==> config.mk <==
export PLATFORM = sky130hd
export DESIGN_NAME = positional_array_list_top
export DESIGN_NICKNAME = d
export VERILOG_FILES = /design/src/sv/pal_pkg.sv /design/src/sv/positional_array_list_top.sv /design/src/sv/pal_ram.sv
export VERILOG_INCLUDE_DIRS = /design/src /design/src/sv
export SDC_FILE = /design/constraint.sdc
export NUM_CORES = 2
export LEC_CHECK = 0
export ABC_CLOCK_PERIOD_IN_PS = 12200
export BUFFER_PORTS_ARGS = -buffer_cell sky130_fd_sc_hd__clkbuf_2
export CAP_MARGIN = 20
export CORE_ASPECT_RATIO = 0.5
export CORE_MARGIN = 2
export CORE_UTILIZATION = 40
export DETAILED_ROUTE_END_ITERATION = 12
export GPL_TIMING_DRIVEN = 0
export PLACE_DENSITY = 0.57
export SYNTH_ARGS = -nofsm -noshare
export SYNTH_HDL_FRONTEND = slang
export SYNTH_HIERARCHICAL = 1
export SYNTH_SLANG_ARGS = --single-unit
==> constraint.sdc <==
create_clock -name clk -period 12.2 [get_ports clk]
set_input_delay 1.22 -clock clk [delete_from_list [all_inputs] [get_ports clk]]
set_output_delay 1.22 -clock clk [all_outputs]
set_load 0.02 [all_outputs]
==> src/sv/positional_array_list_top_defines.svh <==
// Assertion macros for the positional array list RTL.
`ifndef POSITIONAL_ARRAY_LIST_TOP_DEFINES_SVH
`define POSITIONAL_ARRAY_LIST_TOP_DEFINES_SVH

// Same-cycle implication, checked outside reset.
`define PAL_ASSERT_NOW(label, clk, rst_n, ante, cons, msg) \
    label: assert property (@(posedge clk) disable iff (!rst_n) (ante) |-> (cons)) \
        else $error(msg);

// Next-cycle implication, checked outside reset.
`define PAL_ASSERT_NEXT(label, clk, rst_n, ante, cons, msg) \
    label: assert property (@(posedge clk) disable iff (!rst_n) (ante) |=> (cons)) \
        else $error(msg);

`endif

==> src/sv/pal_pkg.sv <==
// Shared types, constants and helpers for the positional array list.
`default_nettype none

package pal_pkg;

    localparam int DEPTH  = 128;
    localparam int AW     = $clog2(DEPTH);
    localparam int CW     = $clog2(DEPTH + 1);
    localparam int CMP_W  = (CW > 9) ? CW : 9;
    localparam int DATA_W = 32;
    localparam int POS_W  = 8;
    localparam int LEN_W  = 8;
    localparam int TDATA_W = 48;

    typedef enum logic [1:0] {
        OP_INSERT = 2'd0,
        OP_DELETE = 2'd1,
        OP_READ   = 2'd2,
        OP_WRITE  = 2'd3
    } op_t;

    typedef enum logic [1:0] {
        STAT_OK     = 2'd0,
        STAT_FULL   = 2'd1,
        STAT_EMPTY  = 2'd2,
        STAT_BADPOS = 2'd3
    } stat_t;

    typedef enum logic [4:0] {
        S_IDLE  = 5'b00001,
        S_SHIFT = 5'b00010,
        S_DRAIN = 5'b00100,
        S_PLACE = 5'b01000,
        S_READ  = 5'b10000
    } state_t;

    // Low eight bits of the entry count.
    function automatic logic [LEN_W-1:0] len8(input logic [CW-1:0] cnt);
        logic [CMP_W-1:0] ext;
        ext = CMP_W'(cnt);
        return ext[LEN_W-1:0];
    endfunction

endpackage

`default_nettype wire

==> src/sv/positional_array_list_top.sv <==
// Top level of the positional array list: request decode, shift sequencer, entry RAM.
// A read passes the registered RAM read and the S_READ state; write, append, tail delete
// and rejected requests load the result word on acceptance. Insert inside the list runs
// S_SHIFT, S_DRAIN and S_PLACE, delete inside it S_SHIFT and S_DRAIN. One request is taken
// at a time; the shifts are bound by the single RAM port pair that moves one entry per cycle.
// Reset: asynchronous, active low; clears the entry count, sequencer and output valid.
// Entry storage is not cleared; only positions 1..length are ever read.
`default_nettype none

module positional_array_list_top (
    input  wire logic                          clk,
    input  wire logic                          rst_n,
    input  wire logic                          s_tvalid,
    output logic                               s_tready,
    // [1:0] op, [9:2] position, [41:10] value, [47:42] zero
    input  wire logic [pal_pkg::TDATA_W-1:0]   s_tdata,
    output logic                               m_tvalid,
    input  wire logic                          m_tready,
    // [1:0] status, [33:2] read_value, [41:34] list_length, [47:42] zero
    output logic      [pal_pkg::TDATA_W-1:0]   m_tdata
);

`include "positional_array_list_top_defines.svh"

    // Unpack the request word.
    pal_pkg::op_t                         in_op;
    logic [pal_pkg::POS_W-1:0]            in_pos;
    logic signed [pal_pkg::DATA_W-1:0]    in_val;
    logic                                 in_acc;

    assign in_op  = pal_pkg::op_t'(s_tdata[1:0]);
    assign in_pos = s_tdata[9:2];
    assign in_val = s_tdata[41:10];

    // Sequencer and list state.
    pal_pkg::state_t                      state_reg, state_next;
    logic [pal_pkg::CW-1:0]               count_reg, count_next;
    logic [pal_pkg::AW-1:0]               rd_idx_reg, rd_idx_next;
    logic [pal_pkg::AW-1:0]               prev_idx_reg, prev_idx_next;
    logic [pal_pkg::AW-1:0]               end_idx_reg, end_idx_next;
    logic                                 up_reg, up_next;
    logic                                 pend_reg, pend_next;
    logic signed [pal_pkg::DATA_W-1:0]    val_reg, val_next;

    // Output word register.
    logic                                 out_valid_reg, out_valid_next;
    pal_pkg::stat_t                       out_status_reg, out_status_next;
    logic signed [pal_pkg::DATA_W-1:0]    out_rd_reg, out_rd_next;
    logic [pal_pkg::LEN_W-1:0]            out_len_reg, out_len_next;
    logic                                 out_load;
    logic                                 out_free;

    // RAM port signals.
    logic                                 ram_we;
    logic [pal_pkg::AW-1:0]               ram_waddr;
    logic [pal_pkg::DATA_W-1:0]           ram_wdata;
    logic                                 ram_re;
    logic [pal_pkg::AW-1:0]               ram_raddr;
    logic [pal_pkg::DATA_W-1:0]           ram_rdata;

    // Request check against the current length.
    logic [pal_pkg::CMP_W-1:0]            pos_ext, cnt_ext, pos_m1, cnt_m1;
    pal_pkg::stat_t                       dec_status;
    logic [pal_pkg::AW-1:0]               shift_waddr;

    assign pos_ext = pal_pkg::CMP_W'(in_pos);
    assign cnt_ext = pal_pkg::CMP_W'(count_reg);
    assign pos_m1  = pos_ext - pal_pkg::CMP_W'(1);
    assign cnt_m1  = cnt_ext - pal_pkg::CMP_W'(1);

    always_comb
    begin
        dec_status = pal_pkg::STAT_OK;
        if (in_op == pal_pkg::OP_INSERT)
        begin
            // Full test comes before the position test.
            if (count_reg == pal_pkg::CW'(pal_pkg::DEPTH))
            begin
                dec_status = pal_pkg::STAT_FULL;
            end
            else if (pos_ext == '0 || pos_ext > cnt_ext + pal_pkg::CMP_W'(1))
            begin
                dec_status = pal_pkg::STAT_BADPOS;
            end
        end
        else
        begin
            if (count_reg == '0)
            begin
                dec_status = pal_pkg::STAT_EMPTY;
            end
            else if (pos_ext == '0 || pos_ext > cnt_ext)
            begin
                dec_status = pal_pkg::STAT_BADPOS;
            end
        end
    end

    // Accept only in idle, and only when the output word is free or leaving now.
    assign out_free = !out_valid_reg || m_tready;
    assign s_tready = (state_reg == pal_pkg::S_IDLE) && out_free;
    assign in_acc   = s_tvalid && s_tready;

    // Destination of a moved entry: one above its source on insert, one below on delete.
    assign shift_waddr = up_reg ? (prev_idx_reg + pal_pkg::AW'(1))
                                : (prev_idx_reg - pal_pkg::AW'(1));

    always_comb
    begin
        state_next      = state_reg;
        count_next      = count_reg;
        rd_idx_next     = rd_idx_reg;
        prev_idx_next   = prev_idx_reg;
        end_idx_next    = end_idx_reg;
        up_next         = up_reg;
        pend_next       = pend_reg;
        val_next        = val_reg;
        out_load        = 1'b0;
        out_status_next = out_status_reg;
        out_rd_next     = out_rd_reg;
        ram_we          = 1'b0;
        ram_waddr       = '0;
        ram_wdata       = '0;
        ram_re          = 1'b0;
        ram_raddr       = '0;

        case (state_reg)
            pal_pkg::S_IDLE:
            begin
                if (in_acc)
                begin
                    if (dec_status != pal_pkg::STAT_OK)
                    begin
                        // Reject: report at once, leave the list alone.
                        out_load        = 1'b1;
                        out_status_next = dec_status;
                        out_rd_next     = '0;
                    end
                    else
                    begin
                        case (in_op)
                            pal_pkg::OP_INSERT:
                            begin
                                if (pos_ext == cnt_ext + pal_pkg::CMP_W'(1))
                                begin
                                    // Append: nothing to move.
                                    ram_we          = 1'b1;
                                    ram_waddr       = cnt_ext[pal_pkg::AW-1:0];
                                    ram_wdata       = in_val;
                                    count_next      = count_reg + pal_pkg::CW'(1);
                                    out_load        = 1'b1;
                                    out_status_next = pal_pkg::STAT_OK;
                                    out_rd_next     = '0;
                                end
                                else
                                begin
                                    // Move the tail up, walking down from the last entry.
                                    val_next     = in_val;
                                    up_next      = 1'b1;
                                    pend_next    = 1'b0;
                                    rd_idx_next  = cnt_m1[pal_pkg::AW-1:0];
                                    end_idx_next = pos_m1[pal_pkg::AW-1:0];
                                    state_next   = pal_pkg::S_SHIFT;
                                end
                            end
                            pal_pkg::OP_DELETE:
                            begin
                                if (pos_ext == cnt_ext)
                                begin
                                    // Drop the last entry: nothing to move.
                                    count_next      = count_reg - pal_pkg::CW'(1);
                                    out_load        = 1'b1;
                                    out_status_next = pal_pkg::STAT_OK;
                                    out_rd_next     = '0;
                                end
                                else
                                begin
                                    // Move the tail down, walking up from the next entry.
                                    up_next      = 1'b0;
                                    pend_next    = 1'b0;
                                    rd_idx_next  = pos_ext[pal_pkg::AW-1:0];
                                    end_idx_next = cnt_m1[pal_pkg::AW-1:0];
                                    state_next   = pal_pkg::S_SHIFT;
                                end
                            end
                            pal_pkg::OP_READ:
                            begin
                                ram_re     = 1'b1;
                                ram_raddr  = pos_m1[pal_pkg::AW-1:0];
                                state_next = pal_pkg::S_READ;
                            end
                            pal_pkg::OP_WRITE:
                            begin
                                ram_we          = 1'b1;
                                ram_waddr       = pos_m1[pal_pkg::AW-1:0];
                                ram_wdata       = in_val;
                                out_load        = 1'b1;
                                out_status_next = pal_pkg::STAT_OK;
                                out_rd_next     = '0;
                            end
                            default:
                            begin
                                state_next = pal_pkg::S_IDLE;
                            end
                        endcase
                    end
                end
            end
            pal_pkg::S_SHIFT:
            begin
                // Read one entry and write back the one read last cycle.
                ram_re    = 1'b1;
                ram_raddr = rd_idx_reg;
                if (pend_reg)
                begin
                    ram_we    = 1'b1;
                    ram_waddr = shift_waddr;
                    ram_wdata = ram_rdata;
                end
                prev_idx_next = rd_idx_reg;
                pend_next     = 1'b1;
                if (rd_idx_reg == end_idx_reg)
                begin
                    state_next = pal_pkg::S_DRAIN;
                end
                else
                begin
                    rd_idx_next = up_reg ? (rd_idx_reg - pal_pkg::AW'(1))
                                         : (rd_idx_reg + pal_pkg::AW'(1));
                end
            end
            pal_pkg::S_DRAIN:
            begin
                // Write the last moved entry.
                ram_we    = 1'b1;
                ram_waddr = shift_waddr;
                ram_wdata = ram_rdata;
                pend_next = 1'b0;
                if (up_reg)
                begin
                    state_next = pal_pkg::S_PLACE;
                end
                else
                begin
                    count_next      = count_reg - pal_pkg::CW'(1);
                    out_load        = 1'b1;
                    out_status_next = pal_pkg::STAT_OK;
                    out_rd_next     = '0;
                    state_next      = pal_pkg::S_IDLE;
                end
            end
            pal_pkg::S_PLACE:
            begin
                // Put the new value into the opened slot.
                ram_we          = 1'b1;
                ram_waddr       = end_idx_reg;
                ram_wdata       = val_reg;
                count_next      = count_reg + pal_pkg::CW'(1);
                out_load        = 1'b1;
                out_status_next = pal_pkg::STAT_OK;
                out_rd_next     = '0;
                state_next      = pal_pkg::S_IDLE;
            end
            pal_pkg::S_READ:
            begin
                out_load        = 1'b1;
                out_status_next = pal_pkg::STAT_OK;
                out_rd_next     = ram_rdata;
                state_next      = pal_pkg::S_IDLE;
            end
            default:
            begin
                state_next = pal_pkg::S_IDLE;
            end
        endcase
    end

    // Hold the result word until it is taken.
    assign out_valid_next = out_load || (out_valid_reg && !m_tready);
    assign out_len_next   = out_load ? pal_pkg::len8(count_next) : out_len_reg;

    always_ff @(posedge clk or negedge rst_n)
    begin
        if (!rst_n)
        begin
            state_reg     <= pal_pkg::S_IDLE;
            count_reg     <= '0;
            pend_reg      <= 1'b0;
            out_valid_reg <= 1'b0;
        end
        else
        begin
            state_reg     <= state_next;
            count_reg     <= count_next;
            pend_reg      <= pend_next;
            out_valid_reg <= out_valid_next;
        end
    end

    always_ff @(posedge clk)
    begin
        rd_idx_reg     <= rd_idx_next;
        prev_idx_reg   <= prev_idx_next;
        end_idx_reg    <= end_idx_next;
        up_reg         <= up_next;
        val_reg        <= val_next;
        out_status_reg <= out_status_next;
        out_rd_reg     <= out_rd_next;
        out_len_reg    <= out_len_next;
    end

    assign m_tvalid = out_valid_reg;
    assign m_tdata  = {6'b0, out_len_reg, out_rd_reg, out_status_reg};

    // Entry store.
    pal_ram #(
        .WIDTH (pal_pkg::DATA_W),
        .DEPTH (pal_pkg::DEPTH)
    ) u_entries (
        .clk   (clk),
        .we    (ram_we),
        .waddr (ram_waddr),
        .wdata (ram_wdata),
        .re    (ram_re),
        .raddr (ram_raddr),
        .rdata (ram_rdata)
    );

    `PAL_ASSERT_NOW(a_count_bound, clk, rst_n, 1'b1,
        count_reg <= pal_pkg::CW'(pal_pkg::DEPTH), "entry count above depth")
    `PAL_ASSERT_NOW(a_full_only_at_depth, clk, rst_n,
        out_load && out_status_next == pal_pkg::STAT_FULL,
        count_reg == pal_pkg::CW'(pal_pkg::DEPTH), "full reported below depth")
    `PAL_ASSERT_NOW(a_no_idle_write, clk, rst_n,
        state_reg == pal_pkg::S_IDLE && !in_acc, !ram_we, "RAM write while idle")
    `PAL_ASSERT_NEXT(a_delete_shrinks, clk, rst_n,
        state_reg == pal_pkg::S_DRAIN && !up_reg,
        out_valid_reg && count_reg == $past(count_reg) - pal_pkg::CW'(1),
        "delete did not shrink the list")

endmodule

`default_nettype wire

==> src/sv/pal_ram.sv <==
// Generic single-write, single-read RAM with registered read data.
`default_nettype none

module pal_ram #(
    parameter int WIDTH = 32,
    parameter int DEPTH = 128
) (
    input  wire logic                     clk,
    input  wire logic                     we,
    input  wire logic [$clog2(DEPTH)-1:0] waddr,
    input  wire logic [WIDTH-1:0]         wdata,
    input  wire logic                     re,
    input  wire logic [$clog2(DEPTH)-1:0] raddr,
    output logic      [WIDTH-1:0]         rdata
);

    logic [WIDTH-1:0] mem [DEPTH];

    always_ff @(posedge clk)
    begin
        if (we)
        begin
            mem[waddr] <= wdata;
        end
        if (re)
        begin
            rdata <= mem[raddr];
        end
    end

endmodule

`default_nettype wire
Word level (Yosys, flattened, before mapping). Memory sizes are Yosys's and may differ from the RTL's. A register that Yosys moved wholly into a read port is not among the register bits. Index checks and enable logic that the tools add are counted.

Bits in registers: 111. Latch bits: 0. Bits in writable memories: 4096. Memory bits (read-only): 0. Input port bits: 52. Output and inout port bits: 50. Logic and storage cells: 167. Memories kept: 1.

$add $sub $neg: 9. $mul: 0. Divide/modulo/power cells: 0. Order comparisons: 2. Equality and inequality tests: 26. Shift-type cells: 0. Muxes and demuxes: 88. Bitwise gates (word level): 2. Reduce and logical (&&, ||, !) cells: 27.

Memories: u_entries.mem (depth 128, bits a word 32, read ports 1, clocked after memory_dff 1, wr ports 1, line pal_ram.sv:17) `logic [WIDTH-1:0] mem [DEPTH];`.

Operators by type and width (count): 32-bit two-way mux (9); 32-bit case mux with 4 select lines (2); 7-bit two-way mux (16); 32-bit case mux with 3 select lines (1); 7-bit case mux with 2 select lines (5); 32-bit case mux with 2 select lines (1); 8-bit two-way mux (5); 5-bit case mux with 3 select lines (2); 6-bit AND reduction (5); 7-bit case mux with 4 select lines (1); 7-bit by 1-bit subtractor with 7-bit output (second input constant) (4); 5-bit two-way mux (5); 8-bit case mux with 3 select lines (1); 2-bit two-way mux (10); 1-bit two-way mux (18); 8-bit case mux with 2 select lines (1); 7-bit by 1-bit adder with 7-bit output (second input constant) (2); 2-bit inequality test (second input constant) (7); 1-bit case mux with 3 select lines (4); 2-bit case mux with 3 select lines (2); 8-bit by 1-bit adder with 9-bit output (second input constant) (1); 8-bit by 9-bit == test with 1-bit output (1); 8-bit by 9-bit > comparator with 1-bit output (1); 9-bit zero test (1); other kinds (32) (49).

Depth between registers and ports, before layout.
Word-level depth: 12. Depth in mapped cells: 22. Depth with buffers taken out: 16.

Hierarchy. Netlist, hierarchy kept.

Modules (own cells, without submodules): pal_ram (times used 1, cells an instance 5990, area an instance 156596.4 µm², sequential area each 123958.9 µm²); positional_array_list_top (times used 1, cells an instance 636, area an instance 6872.8 µm², sequential area each 3259.4 µm²).

Least setup slack after synthesis. No wires, ideal clock.

Kind: input -> register. From: input s_tdata[2] (netlist name). To: memory u_entries.mem[82][0] (enable). Library setup time: 461 ps. Arrival time: 5887 ps. Required time: 11739 ps. Slack: 5852 ps. Stages on the path: 11. Path buffers: 0. Path through: inv_1 > ha_1 > and4b_1 > nand2b_1 > o21a_1 > nor3b_4 > o221ai_4 > o21ai_0 > nor2b_1 > nand3_1 > nor3_1.

Elaborated cells on any way between the ends: 25. Classes of those cells: add/sub (1); order compare (2); eq/ne (1); mux (17); reduce/logical (4).

RTL lines: from (decl) (line positional_array_list_top.sv:16) `input wire logic [pal_pkg::TDATA_W-1:0] s_tdata,`; 8-bit by 9-bit > comparator with 1-bit output, or another cell as far along (line positional_array_list_top.sv:81) `else if (pos_ext == '0 || pos_ext > cnt_ext + pal_pkg::CMP_W'(1))`; 1-bit logical OR (on tied branches) (line positional_array_list_top.sv:81, positional_array_list_top.sv:92); 2-bit two-way mux (on tied branches) (line positional_array_list_top.sv:81, positional_array_list_top.sv:92); 2-bit two-way mux (on tied branches) (line positional_array_list_top.sv:77, positional_array_list_top.sv:88); 2-bit two-way mux (line positional_array_list_top.sv:74) `if (in_op == pal_pkg::OP_INSERT)`; 2-bit nonzero test (line positional_array_list_top.sv:132) `if (dec_status != pal_pkg::STAT_OK)`; 7-bit two-way mux * (line positional_array_list_top.sv:132); 7-bit two-way mux * (line positional_array_list_top.sv:130) `if (in_acc)`; 7-bit case mux with 4 select lines * (line positional_array_list_top.sv:127) `case (state_reg)`; via ram_waddr, one bit (line positional_array_list_top.sv:55) `logic [pal_pkg::AW-1:0] ram_waddr;`; to (decl) (line pal_ram.sv:17).

The timed path passes the listed nets; every way through them passes the cells marked *.

Worst setup path in the final report.
From: register count_reg[0] (netlist name). To: register u_entries.rdata[14], read port of u_entries.mem (data pin).

Word-level cells in the longest chain between the ends: 10. Elaborated cells on any way between the ends: 19. Classes of those cells: add/sub (1); order compare (2); eq/ne (1); mux (11); reduce/logical (4).

Ends and longest elaborated chain: from (decl) (line positional_array_list_top.sv:37) `logic [pal_pkg::CW-1:0] count_reg, count_next;`; from (signal assigned) (line positional_array_list_top.sv:294) `count_reg <= count_next;`; 8-bit by 1-bit adder with 9-bit output (line positional_array_list_top.sv:81); 8-bit by 9-bit > comparator with 1-bit output (line positional_array_list_top.sv:81); 1-bit logical OR (line positional_array_list_top.sv:81); 2-bit two-way mux (line positional_array_list_top.sv:81); 2-bit two-way mux (line positional_array_list_top.sv:77) `if (count_reg == pal_pkg::CW'(pal_pkg::DEPTH))`; 2-bit two-way mux * (line positional_array_list_top.sv:74); 2-bit nonzero test * (line positional_array_list_top.sv:132); 7-bit two-way mux * (line positional_array_list_top.sv:132); 7-bit two-way mux * (line positional_array_list_top.sv:130); 7-bit case mux with 2 select lines * (line positional_array_list_top.sv:127); via ram_raddr, one bit (line positional_array_list_top.sv:58) `logic [pal_pkg::AW-1:0] ram_raddr;`; to (decl) (line pal_ram.sv:14) `output logic [WIDTH-1:0] rdata`.

Marks and branches as above. A chain may end at the register's enable or synchronous reset.

==> impl_metrics.env <==
export IMPL_status="complete, no violations"
export IMPL_grt_pass1_wl_um=649000
export IMPL_drive_above_1_share_pct=33.4
export IMPL_track_usage_pct=22.7
export IMPL_ir_worst_vdd_uv=114
export IMPL_finalCriticalPeriod_ns=8.89
export IMPL_regToRegSetupSlack_ns=3.31
export IMPL_fin_skew_ns=0.0775
export IMPL_p_int_mw=23.0
export IMPL_clkSinkCount=4239
export IMPL_synth_main_ff_cell="edfxtp_1"
export IMPL_tritoncts="done"
export IMPL_clock_latency_ns=0.96
export IMPL_synthArstFlopShare_pct=0.354
export IMPL_setup_violations_final=0
export IMPL_slew_headroom_pct=16.5
export IMPL_place_area_sq_um=177000
export IMPL_nets=7461
export IMPL_yosysTopAreaCell="edfxtp_1"
export IMPL_wirelength_um=479000
export IMPL_drc=0
export IMPL_regToRegStartpoint="count_reg[0]$_DFF_PN0_"
export IMPL_place_congestion=0.912
export IMPL_fmax_ghz=0.113
export IMPL_die_w_um=908
export IMPL_clkTransAtPathRegs_ns=0.07
export IMPL_postCtsResizedCells=0
export IMPL_whs_ns=0.204
export IMPL_cts_buffers=392
export IMPL_multi_input_area_sq_um=35900
export IMPL_synth_cells=6626
export IMPL_fillers=32800
export IMPL_maxCapViolCount=0
export IMPL_areaGrowthSynthToFinish_pct=16.0
export IMPL_fin_ws_ns=3.31
export IMPL_fin_crit_sh_pct=72.8
export IMPL_largest_reg_flops=4096
export IMPL_final_cells=13200
export IMPL_hold_viol_final=0
export IMPL_powerDensity_nw_per_um2=154
export IMPL_ys_seq_area_share_pct=77.8
export IMPL_end_kind="register"
export IMPL_p_comb_share_pct=4.0
export IMPL_final_common_cell="edfxtp_1"
export IMPL_cts_root_buf="clkbuf_16"
export IMPL_htreeDepth=5
export IMPL_num_rows=165
export IMPL_p_seq_share_pct=54.4
export IMPL_hpwlAfterDp_um=329000
export IMPL_cts_setup_buffers=0
export IMPL_portBuffers=89
export IMPL_final_cell_area_sq_um=190000
export IMPL_synth_cell_area_sq_um=163000
export IMPL_setup_tns_ns=0
export IMPL_pin_count=102
export IMPL_vias=79800
export IMPL_synth_area_top_cells="edfxtp_1 78%, mux4_2 19%, clkbuf_1 0.48%"
export IMPL_worstSetupStartpoint="count_reg[0]$_DFF_PN0_"
export IMPL_dr_pass1_iters=7
export IMPL_yosys_register_bits=4239
export IMPL_p_clk_share_pct=41.5
export IMPL_power_switching_mw=6.23
export IMPL_dieArea_sq_um=414000
export IMPL_dpl_cell_count=12400
export IMPL_rsz0062_at_grt="no"
export IMPL_p_leak_nw=52.5
export IMPL_final_util_pct=46.8
export IMPL_drtAntennaViolNets=0
export IMPL_critPathKind="reg2reg"
export IMPL_yosysUniqueCellTypes=71
export IMPL_path_max_fanout=10
export IMPL_antenna_found_initial=101
export IMPL_gr_total_overflow=0
export IMPL_core_area_sq_um=405000
export IMPL_drtIter0Drc=12900
export IMPL_worstMarginPinSlew_ns=1.25
export IMPL_hp_class="in2async"
export IMPL_dp_slack_ns=3.44
export IMPL_ys_warn_count=6
export IMPL_wl_per_cell_um=36.3
export IMPL_clockBufferDepth=4
export IMPL_design_power_total_mw=29.3
export IMPL_final_cell_mix="4224 x edfxtp_1, 1344 x mux4_2, 398 x clkbuf_16"
export IMPL_synth_top_area_share_pct=77.6
export IMPL_initial_core_util_pct=40.3
export IMPL_synth_edf_count=4224
export IMPL_syn_area_per_cell_sq_um=24.7
export IMPL_slew_viol_final=0
export IMPL_top_register="u_entries/mem"
export IMPL_hold_buffers=0
export IMPL_grt_pass1_vias=76100
export IMPL_seq_area_sq_um=127000
export IMPL_grt_max_degree=82
export IMPL_viasPerCell=6.06
export IMPL_critPathArrivalTime_ns=9.59
export IMPL_die_y_um=456
export IMPL_critical_path_required_ns=12.91
export IMPL_start_kind="register"
export IMPL_swShare_pct=21.3
[logic make-up (layout without fill, tap and decap cells)]
family          after synthesis  count (layout)  synth area share (%)
compound gates              196             196                 0.873
xor+xnor                     38              38                 0.204
fa+ha+maj                    39              39                 0.308
buf+inv                     388            1435                  1.00
flops                      4239            4239                  77.8
mux                        1382            1382                  18.8
other cells                   1              78               0.00229
simple gates                343             343                  1.01
[power groups by stage]
stage	Clock (mW)	Sequential (mW)	Combinational, mW
5_1_grt	12.8	15.9	1.23
6_report	12.2	15.9	1.18
4_1_cts	12.3	15.9	1.16
3_5_place_dp	0	16.2	1.16
3_3_place_gp	0	16.3	1.12
2_1_floorplan	0	16.3	0.593
[routing by layer]
layer	global-route usage (%)	up-vias	share of wire, %
li1	-	30400	-
met1	34.1	44200	41
met2	32.5	4543	43
met3	6.50	642	12
met4	6.61	24	3.1
met5	0.517	-	0.11
[worst max-delay path, stage by stage (launching register included)]
cell and delay, ns:
dfrtp_1 0.43, clkbuf_1 0.42, nand4_1 0.26, nor4_1 0.37, xnor2_1 0.22, ha_1 0.34, nand3_1 0.12, or3_1 0.40
buf_6 0.16, o211ai_2 0.07, and3_1 0.20, buf_6 0.12, o21a_1 0.33, a32o_1 0.40, clkbuf_1 0.29, buf_2 0.69
clkbuf_2 0.82, buf_1 0.77, mux4_2 0.41, mux4_2 0.67, mux4_2 0.74, mux2_2 0.36
[cells in the mapped netlist, drive strengths merged (30+ instances only)]
master,count
a22o,33
inv,30
and2,35
mux4,1344
nand2,46
buf,147
a21o,36
mux2,32
clkbuf,210
ha,37
edfxtp,4224
nor2,158
a21oi,34
[final cells by class]
class                      instances  area share (%)
tap                             5427            3.58
multi-input combinational       2004            18.9
antenna                           72          0.0950
timing repair buffer             345            2.90
clock buffer                     475            5.41
sequential                      4239            67.1
buffer                           357           0.825
inverter                          31          0.0614
clock inverter                   227            1.12
[worst paths after layout]
path | endpoint | depth (start not counted)
max | u_entries/rdata[14]$_DFFE_PP_ | 21
min | count_reg[3]$_DFF_PN0_ | 1
max reg2reg | u_entries/rdata[14]$_DFFE_PP_ | 21
min reg2reg | out_rd_reg[22]$_SDFFCE_PN0P_ | 1
max in group asynchronous | state_reg[0]$_DFFE_PN1P_ | 1
min in group clk | val_reg[13]$_DFFE_PP_ | 1
(Power assumes the default switching activity.)
